===== config.mk =====
export PLATFORM = sky130hd
export DESIGN_NAME = link_frame_receiver_core_flat
export DESIGN_NICKNAME = d
export VERILOG_FILES = /design/src/hdl/lfr_pkg.sv /design/src/hdl/lfr_if.sv /design/src/hdl/link_frame_receiver_core.sv /design/src/hdl/lfr_cmd_decode.sv /design/src/hdl/lfr_frame_engine.sv /design/src/flat_wrapper.sv
export SDC_FILE = /design/constraint.sdc
export NUM_CORES = 1
export LEC_CHECK = 0
export BUFFER_PORTS_ARGS = -buffer_cell sky130_fd_sc_hd__buf_4
export CORE_UTILIZATION = 60
export CTS_CLUSTER_DIAMETER = 30
export DETAILED_ROUTE_END_ITERATION = 7
export PLACE_DENSITY = 0.89
export SYNTH_ARGS = -nofsm -noshare
export SYNTH_HDL_FRONTEND = slang
export SYNTH_SLANG_ARGS = --single-unit

===== constraint.sdc =====
create_clock -name clk_i -period 3.2 [get_ports clk_i]
set_clock_uncertainty 0.05 [all_clocks]
set_input_delay 0.16 -clock clk_i [delete_from_list [all_inputs] [get_ports clk_i]]
set_output_delay 0.16 -clock clk_i [all_outputs]
set_load 0.02 [all_outputs]

===== src/hdl/lfr_pkg.sv =====
// shared types and constants of the link frame receiver
package lfr_pkg;

  // bytes with a fixed meaning on the link
  localparam logic [7:0] StartByte   = 8'h3D;
  localparam logic [7:0] ConfirmByte = 8'hC5;

  // payload bytes of the head-unit commands
  localparam logic [7:0] OpVersion   = 8'h31;
  localparam logic [7:0] OpPlay      = 8'h13;
  localparam logic [7:0] OpPause     = 8'h1C;
  localparam logic [7:0] OpStandby   = 8'h19;
  localparam logic [7:0] OpDisc      = 8'h24;
  localparam logic [7:0] OpNext      = 8'h17;
  localparam logic [7:0] OpPrev      = 8'h22;
  localparam logic [7:0] OpEnterExit = 8'h2C;
  localparam logic [7:0] ArgOne      = 8'h01;
  localparam logic [7:0] ArgTwo      = 8'h02;
  localparam logic [7:0] ArgEnter    = 8'hFF;
  localparam logic [7:0] ArgExit     = 8'h00;

  // payload lengths of the commands
  localparam logic [7:0] LenVersion = 8'd7;
  localparam logic [7:0] LenOne     = 8'd1;
  localparam logic [7:0] LenTwo     = 8'd2;
  localparam logic [7:0] LenThree   = 8'd3;

  // header and checksum bytes around the payload
  localparam int unsigned FrameOverhead = 4;

  typedef enum logic [2:0] {
    EV_NONE    = 3'd0,
    EV_CONFIRM = 3'd1,
    EV_GOOD    = 3'd2,
    EV_BAD_SUM = 3'd3,
    EV_DROPPED = 3'd4
  } frame_event_e;

  typedef enum logic [3:0] {
    CMD_NONE    = 4'd0,
    CMD_VERSION = 4'd1,
    CMD_PLAY    = 4'd2,
    CMD_PAUSE   = 4'd3,
    CMD_STANDBY = 4'd4,
    CMD_DISC    = 4'd5,
    CMD_NEXT    = 4'd6,
    CMD_PREV    = 4'd7,
    CMD_ENTER   = 4'd8,
    CMD_EXIT    = 4'd9
  } command_e;

  typedef struct packed {
    frame_event_e frame_event;
    command_e     command;
    logic [7:0]   frame_sequence;
    logic [7:0]   frame_length;
  } result_t;

endpackage


===== src/hdl/lfr_if.sv =====
// valid/ready channels for received bytes and frame results

interface lfr_byte_if;
  logic       valid;
  logic       ready;
  logic [7:0] rx_byte;

  modport source (output valid, output rx_byte, input ready);
  modport sink (input valid, input rx_byte, output ready);
endinterface

interface lfr_event_if;
  logic       valid;
  logic       ready;
  logic [2:0] frame_event;
  logic [3:0] command;
  logic [7:0] frame_sequence;
  logic [7:0] frame_length;

  modport source (output valid, output frame_event, output command,
                  output frame_sequence, output frame_length, input ready);
  modport sink (input valid, input frame_event, input command,
                input frame_sequence, input frame_length, output ready);
endinterface


===== src/hdl/link_frame_receiver_core.sv =====
// top level of the link frame receiver: input register, frame engine, result register
//
// Receive side of a head-unit serial link. Each beat on rx_i carries one
// received byte; each accepted byte yields exactly one beat on ev_o with
// the frame event, the decoded command and, on a completed frame, its
// sequence and length bytes.
// An accepted byte is held in the input register and then in the result
// register, from which its result shows on ev_o.
// Throughput: one byte per cycle while ev_o takes results. The input register and the result
// register form a two-stage pipeline; a byte is taken while a result
// still waits on ev_o, as long as the input register can move on.
// Stall: when ev_o is held off and both stages are full, rx_i.ready drops
// in the same cycle and the pipeline holds; nothing is lost or repeated.
// Reset: rst_ni clears both stages and the frame state; the block then
// waits for a start or confirmation byte.
// MAX_FRAME_BYTES sets the byte count at which an unfinished frame is
// dropped and the width of the position counter.
module link_frame_receiver_core #(
  parameter int unsigned MAX_FRAME_BYTES = 32
) (
  input  logic        clk_i,
  input  logic        rst_ni,
  lfr_byte_if.sink    rx_i,
  lfr_event_if.source ev_o
);

  logic             in_valid_q;
  logic [7:0]       in_byte_q;
  logic             out_valid_q;
  lfr_pkg::result_t out_q;
  lfr_pkg::result_t result;
  logic             advance;
  logic             take_in;

  // pipeline control
  assign advance    = in_valid_q && (!out_valid_q || ev_o.ready);
  assign rx_i.ready = !in_valid_q || advance;
  assign take_in    = rx_i.valid && rx_i.ready;

  // input register
  always_ff @(posedge clk_i or negedge rst_ni) begin
    if (!rst_ni) begin
      in_valid_q <= 1'b0;
    end else if (rx_i.ready) begin
      in_valid_q <= rx_i.valid;
    end
  end

  always_ff @(posedge clk_i) begin
    if (take_in) begin
      in_byte_q <= rx_i.rx_byte;
    end
  end

  lfr_frame_engine #(
    .MAX_FRAME_BYTES (MAX_FRAME_BYTES)
  ) u_engine (
    .clk_i    (clk_i),
    .rst_ni   (rst_ni),
    .step_i   (advance),
    .byte_i   (in_byte_q),
    .result_o (result)
  );

  // result register
  always_ff @(posedge clk_i or negedge rst_ni) begin
    if (!rst_ni) begin
      out_valid_q <= 1'b0;
    end else if (advance) begin
      out_valid_q <= 1'b1;
    end else if (ev_o.ready) begin
      out_valid_q <= 1'b0;
    end
  end

  always_ff @(posedge clk_i) begin
    if (advance) begin
      out_q <= result;
    end
  end

  assign ev_o.valid          = out_valid_q;
  assign ev_o.frame_event    = out_q.frame_event;
  assign ev_o.command        = out_q.command;
  assign ev_o.frame_sequence = out_q.frame_sequence;
  assign ev_o.frame_length   = out_q.frame_length;

endmodule


===== src/hdl/lfr_cmd_decode.sv =====
// head-unit command decode from payload length and first payload bytes
module lfr_cmd_decode (
  input  logic [7:0]        length_i,
  input  logic [7:0]        p0_i,
  input  logic [7:0]        p1_i,
  input  logic [7:0]        p2_i,
  output lfr_pkg::command_e command_o
);

  // first match wins, unknown combinations give no command
  always_comb begin
    command_o = lfr_pkg::CMD_NONE;
    if (length_i == lfr_pkg::LenVersion && p0_i == lfr_pkg::OpVersion) begin
      command_o = lfr_pkg::CMD_VERSION;
    end else if (length_i == lfr_pkg::LenOne) begin
      if (p0_i == lfr_pkg::OpPlay) begin
        command_o = lfr_pkg::CMD_PLAY;
      end else if (p0_i == lfr_pkg::OpPause) begin
        command_o = lfr_pkg::CMD_PAUSE;
      end else if (p0_i == lfr_pkg::OpStandby) begin
        command_o = lfr_pkg::CMD_STANDBY;
      end else if (p0_i == lfr_pkg::OpDisc) begin
        command_o = lfr_pkg::CMD_DISC;
      end
    end else if (length_i == lfr_pkg::LenTwo) begin
      if (p0_i == lfr_pkg::OpNext && p1_i == lfr_pkg::ArgOne) begin
        command_o = lfr_pkg::CMD_NEXT;
      end else if (p0_i == lfr_pkg::OpEnterExit && p1_i == lfr_pkg::ArgEnter) begin
        command_o = lfr_pkg::CMD_ENTER;
      end else if (p0_i == lfr_pkg::OpEnterExit && p1_i == lfr_pkg::ArgExit) begin
        command_o = lfr_pkg::CMD_EXIT;
      end
    end else if (length_i == lfr_pkg::LenThree && p0_i == lfr_pkg::OpPrev &&
                 p1_i == lfr_pkg::ArgOne && p2_i == lfr_pkg::ArgTwo) begin
      command_o = lfr_pkg::CMD_PREV;
    end
  end

endmodule


===== src/hdl/lfr_frame_engine.sv =====
// frame tracking state: position, running xor, header and payload head bytes
module lfr_frame_engine #(
  parameter int unsigned MAX_FRAME_BYTES = 32
) (
  input  logic             clk_i,
  input  logic             rst_ni,
  input  logic             step_i,
  input  logic [7:0]       byte_i,
  output lfr_pkg::result_t result_o
);

  localparam int unsigned PosW = $clog2(MAX_FRAME_BYTES);
  localparam int unsigned NxtW = PosW + 1;

  logic [PosW-1:0] pos_q, pos_d;
  logic [7:0]      xor_q, xor_d;
  logic [7:0]      len_q, len_d;
  logic [7:0]      seq_q, seq_d;
  logic [7:0]      head_q [3];
  logic [7:0]      head_d [3];

  logic [NxtW-1:0]       nxt;
  logic                  complete;
  lfr_pkg::frame_event_e ev;
  lfr_pkg::command_e     cmd;
  logic [7:0]            seq_out;
  logic [7:0]            len_out;

  // per-byte frame parsing
  always_comb begin
    pos_d    = pos_q;
    xor_d    = xor_q;
    len_d    = len_q;
    seq_d    = seq_q;
    head_d   = head_q;
    nxt      = '0;
    complete = 1'b0;
    ev       = lfr_pkg::EV_NONE;
    seq_out  = '0;
    len_out  = '0;
    if (pos_q == '0) begin
      if (byte_i == lfr_pkg::ConfirmByte) begin
        ev = lfr_pkg::EV_CONFIRM;
      end else if (byte_i == lfr_pkg::StartByte) begin
        xor_d = byte_i;
        pos_d = PosW'(1);
      end
    end else begin
      nxt = {1'b0, pos_q} + NxtW'(1);
      // capture header and first payload bytes
      if (pos_q == PosW'(1)) begin
        seq_d = byte_i;
      end else if (pos_q == PosW'(2)) begin
        len_d = byte_i;
      end else if (pos_q == PosW'(3)) begin
        head_d[0] = byte_i;
      end else if (pos_q == PosW'(4)) begin
        head_d[1] = byte_i;
      end else if (pos_q == PosW'(5)) begin
        head_d[2] = byte_i;
      end
      // checksum byte closes the frame
      complete = (nxt >= NxtW'(lfr_pkg::FrameOverhead)) &&
                 (9'(nxt) == ({1'b0, len_q} + 9'(lfr_pkg::FrameOverhead)));
      if (complete) begin
        ev      = (byte_i == xor_q) ? lfr_pkg::EV_GOOD : lfr_pkg::EV_BAD_SUM;
        seq_out = seq_q;
        len_out = len_q;
        nxt     = '0;
      end else begin
        xor_d = xor_q ^ byte_i;
      end
      // frame grew to the byte limit without closing
      if (nxt >= NxtW'(MAX_FRAME_BYTES)) begin
        nxt = '0;
        ev  = lfr_pkg::EV_DROPPED;
      end
      pos_d = nxt[PosW-1:0];
    end
  end

  lfr_cmd_decode u_decode (
    .length_i  (len_q),
    .p0_i      (head_d[0]),
    .p1_i      (head_d[1]),
    .p2_i      (head_d[2]),
    .command_o (cmd)
  );

  // result of this byte
  always_comb begin
    result_o.frame_event    = ev;
    result_o.command        = (ev == lfr_pkg::EV_GOOD) ? cmd : lfr_pkg::CMD_NONE;
    result_o.frame_sequence = seq_out;
    result_o.frame_length   = len_out;
  end

  // state update on each processed byte
  always_ff @(posedge clk_i or negedge rst_ni) begin
    if (!rst_ni) begin
      pos_q  <= '0;
      xor_q  <= '0;
      len_q  <= '0;
      seq_q  <= '0;
      head_q <= '{default: '0};
    end else if (step_i) begin
      pos_q  <= pos_d;
      xor_q  <= xor_d;
      len_q  <= len_d;
      seq_q  <= seq_d;
      head_q <= head_d;
    end
  end

endmodule


===== src/flat_wrapper.sv =====
// flat-port wrapper written by rule: the top's interface ports become plain ports
module link_frame_receiver_core_flat 
#(
  parameter int unsigned MAX_FRAME_BYTES = 32
)
  (clk_i, rst_ni, rx_i_valid, rx_i_rx_byte, rx_i_ready, ev_o_valid, ev_o_frame_event, ev_o_command, ev_o_frame_sequence, ev_o_frame_length, ev_o_ready);
  lfr_byte_if rx_i_i ();
  lfr_event_if ev_o_i ();
  input  logic clk_i;
  input  logic rst_ni;
  input wire logic [$bits(rx_i_i.valid)-1:0] rx_i_valid;
  input wire logic [$bits(rx_i_i.rx_byte)-1:0] rx_i_rx_byte;
  output wire logic [$bits(rx_i_i.ready)-1:0] rx_i_ready;
  output wire logic [$bits(ev_o_i.valid)-1:0] ev_o_valid;
  output wire logic [$bits(ev_o_i.frame_event)-1:0] ev_o_frame_event;
  output wire logic [$bits(ev_o_i.command)-1:0] ev_o_command;
  output wire logic [$bits(ev_o_i.frame_sequence)-1:0] ev_o_frame_sequence;
  output wire logic [$bits(ev_o_i.frame_length)-1:0] ev_o_frame_length;
  input wire logic [$bits(ev_o_i.ready)-1:0] ev_o_ready;
  assign rx_i_i.valid = rx_i_valid;
  assign rx_i_i.rx_byte = rx_i_rx_byte;
  assign rx_i_ready = rx_i_i.ready;
  assign ev_o_valid = ev_o_i.valid;
  assign ev_o_frame_event = ev_o_i.frame_event;
  assign ev_o_command = ev_o_i.command;
  assign ev_o_frame_sequence = ev_o_i.frame_sequence;
  assign ev_o_frame_length = ev_o_i.frame_length;
  assign ev_o_i.ready = ev_o_ready;
  link_frame_receiver_core #(.MAX_FRAME_BYTES(MAX_FRAME_BYTES)) u_core (.clk_i(clk_i), .rst_ni(rst_ni), .rx_i(rx_i_i), .ev_o(ev_o_i));
endmodule

==> impl_metrics.tcl <==
set metrics [dict create \
    syn_inst 409 \
    rrSetupSlack_ps 200 \
    worst_path_most_repeated_cell "buf_4" \
    setup.worst_path.start "u_core.u_engine.pos_q[0]" \
    fmax_mhz 333 \
    hpwl_um 6830 \
    crit_chain "buf_4 > ha_1 > nand3_1 > xnor2_1 > or4_4 > a2111oi_4 > buf_4 > a21o_1 > o221ai_1" \
    synth_flop_cell "dfrtp_1" \
    path_buf_inv 2 \
    cap_violations 0 \
    place.gp.congestion 0.938 \
    ys_types 63 \
    synthArstFlopShare_pct 64.0 \
    comb_power_share_pct 30.2 \
    slew_viol_final 0 \
    areaGrowthSynthToFinish_pct 15.0 \
    cts_setup_buffers 0 \
    critPathTopFamily "compound AO/OA/AOI/OAI gates" \
    p_switching_mw 1.22 \
    crit_required_ps 3370 \
    layout-drive-gt1-share_pct 20.4 \
    yosysSeqAreaShare_pct 52.4 \
    fin_crit_sh_pct 93.9 \
    die_area_mm2 0.00768 \
    yosysWarnings 0 \
    place_area_mm2 0.00477 \
    preCtsSetupSlack_ps 182 \
    grt_max_degree 56 \
    ir_drop_mv 0.331 \
    tns_ps 0 \
    clkPwrFrac_pct 21.8 \
    layout.nets 470 \
    fin_crit_ps 3000 \
    vias 3537 \
    seqPwrFrac_pct 48.0 \
    io_buffers 36 \
    clkTransAtPathRegs_ps 90 \
    start_kind "flop" \
    io_pins 37 \
    n_fill_cell 430 \
    first_pass_iters 5 \
    grtUsageMet2_pct 45.4 \
    use_met3_pct 5.94 \
    ant_nets 0 \
    cpPeakStageDelay_ps 440 \
    globalRoute.busiestLayer "met2" \
    endpoint_kind "flop" \
    fin_area_mm2 0.00506 \
    setup_viol 0 \
    grt_usage_pct 28.8 \
    grt-ovfl-total 0 \
    grt_pass1_vias 3323 \
    wl_per_cell_um 18.1 \
    vias_per_cell 6.41 \
    fp.coreArea_mm2 0.00694 \
    final_cells 552 \
    drc 0 \
    status "completed" \
    avgSynthCellArea_um2 10.8 \
    path_class "reg2reg" \
    relSlewSlack_pct 47.4 \
    r2r_end "u_core.u_engine.xor_q[7]" \
    grt_setup_unrepaired "false" \
    rows 30 \
    power-per-cell-area_mw_per_mm2 676 \
    start_util_pct 63.4 \
    finalHoldViolCount 0 \
    r2r_cells 9 \
    clock_latency_ps 370 \
    wl_um 10000 \
    grt.met1_usage_pct 37.5 \
    cts.sinks 86 \
    p_int_mw 2.20 \
    synth_edf_count 31 \
    cts_tree "yes" \
    syn_nets 428 \
    crit_path_top_delay_cell "or4_4" \
    die_h_um 87.6 \
    drtIter0Drc 355 \
    utilization_pct 72.9 \
    synth_area_mm2 0.00440 \
    ys_ff_latch 86 \
    die_w_um 87.6 \
    arrival_ps 3180 \
    endpoint "u_core.u_engine.xor_q[7]" \
    cts-root-buf "clkbuf_8" \
    grt_pass1_wl_um 16200 \
    clock_path_buffers 2 \
    crit_fanout 29 \
    leakagePower_nw 2.19 \
    place_inst 526 \
    htreeDepth 3 \
    diodes 0 \
    antenna_found_initial 0 \
    min_path_type "in2reg" \
    cts_buffers 9 \
    worst_pin_slew_ps 767 \
    reg2reg_from "u_core.u_engine.pos_q[0]" \
    setup_slack_ps 196 \
    path_depth 9 \
    swShare_pct 35.6 \
]
metal layers:
metal,vias to the layer above,share of wire [%]
met1,1724,41
met4,0,3.3
met2,183,48
li1,1595,-
met5,-,0
met3,35,8.2
worst min-delay path by stage:
stage          slack [ps]  depth (start not counted)                        to       start
2_1_floorplan        -190                          0         u_core.ev_o.valid      rst_ni
3_3_place_gp          190                          1  u_core.u_engine.pos_q[4]      rst_ni
3_5_place_dp          210                          1  u_core.u_engine.pos_q[2]      rst_ni
4_1_cts                40                          3         u_core.ev_o.valid  ev_o_ready
5_1_grt                80                          3         u_core.ev_o.valid  ev_o_ready
6_report               60                          3         u_core.ev_o.valid  ev_o_ready
power by group through the flow:
| stage | sequential [mW] | clock [mW] | combinational [mW] |
|---|---|---|---|
| global route | 1.67 | 0.797 | 1.13 |
| finish | 1.64 | 0.747 | 1.03 |
| global placement | 1.63 | 0 | 0.941 |
| floorplan | 1.60 | 0 | 0.740 |
| CTS | 1.63 | 0.749 | 1.02 |
| detailed placement | 1.65 | 0 | 0.997 |
registers in the layout, summed over array words and instances, names as in the netlist:
register and cells:
u_core.u_engine.head_q 24, u_core.ev_o.frame_length 8, u_core.ev_o.frame_sequence 8, u_core.in_byte_q 8, u_core.u_engine.len_q 8, u_core.u_engine.seq_q 8, u_core.u_engine.xor_q 8, u_core.u_engine.pos_q 5
u_core.ev_o.command 4, u_core.ev_o.frame_event 3, u_core.ev_o.valid 1, u_core.in_valid_q 1
area by class of cell:
type / count / area, µm² / share of cell area [%]
Tap cell: 96 / 120 / 2.37
Sequential cell: 86 / 2310 / 45.6
Inverter: 11 / 41.3 / 0.816
Timing Repair Buffer: 56 / 445 / 8.80
Multi-Input combinational cell: 287 / 1960 / 38.7
Clock buffer: 10 / 128 / 2.52
Clock inverter: 6 / 60.1 / 1.19
through the flow:
step           hold WS (ps)  total power [mW]
6_report               65.0              3.42
5_1_grt                80.3              3.60
4_1_cts                37.5              3.40
3_5_place_dp            209              2.65
3_3_place_gp            192              2.58
2_1_floorplan          -186              2.34
cell families after synthesis:
| group | share of synthesized area, % |
|---|---|
| other | 0.0852 |
| DFF | 52.4 |
| xor gates and xnor gates | 2.79 |
| adders and majority gates | 1.99 |
| muxes | 5.46 |
| and+or+nand+nor | 21.5 |
| buffers and inverters | 3.18 |
| AOI/OAI and AO/OA | 12.5 |
Yosys cell counts (9+ instances only):
| library cell | n | area (µm²) |
|---|---|---|
| xor2_1 | 10 | 87.6 |
| o21ai_0 | 29 | 145 |
| and3_1 | 18 | 113 |
| nor4_1 | 10 | 62.6 |
| mux2_2 | 16 | 180 |
| inv_1 | 10 | 37.5 |
| clkbuf_1 | 20 | 75.1 |
| nand2b_1 | 9 | 56.3 |
| edfxtp_1 | 31 | 931 |
| nand2_1 | 43 | 161 |
| nor2_1 | 20 | 75.1 |
| dfrtp_1 | 55 | 1380 |
| nand3_1 | 10 | 50.1 |
| o31ai_1 | 11 | 82.6 |
cell usage in the layout (no fill, tap or decap), types with 5 or more instances in the layout:
cell type,synthesis,routed
dfrtp_1,55,55
buf_4,0,46
nand2_1,43,43
edfxtp_1,31,31
o21ai_0,29,29
nor2_1,20,20
and3_1,18,18
mux2_2,16,16
o31ai_1,11,11
inv_1,10,10
nand3_1,10,10
xor2_1,10,10
nor4_1,10,10
dlygate4sd3_1,0,10
nand2b_1,9,9
clkbuf_8,0,9
nor3_1,7,7
a21oi_1,7,7
nand3b_1,7,7
ha_1,7,7
nand4_1,6,6
mux2i_1,6,6
or2_2,5,5
or4_1,5,5
worst reg2reg max path, cell delays in order, from the launching register on:
cell and delay (ps):
dfrtp_1 380, buf_4 160, ha_1 240, nand3_1 150, xnor2_1 190, or4_4 440
a2111oi_4 380, buf_4 340, a21o_1 360, o221ai_1 160
timing repair:
item,4_1_cts,5_1_grt
endpoints found under the setup margin,0,3
hold buffers,10,0
endpoints found under the hold margin,64,0
resized for setup,0,1
Power figures use the tool's default switching activity.
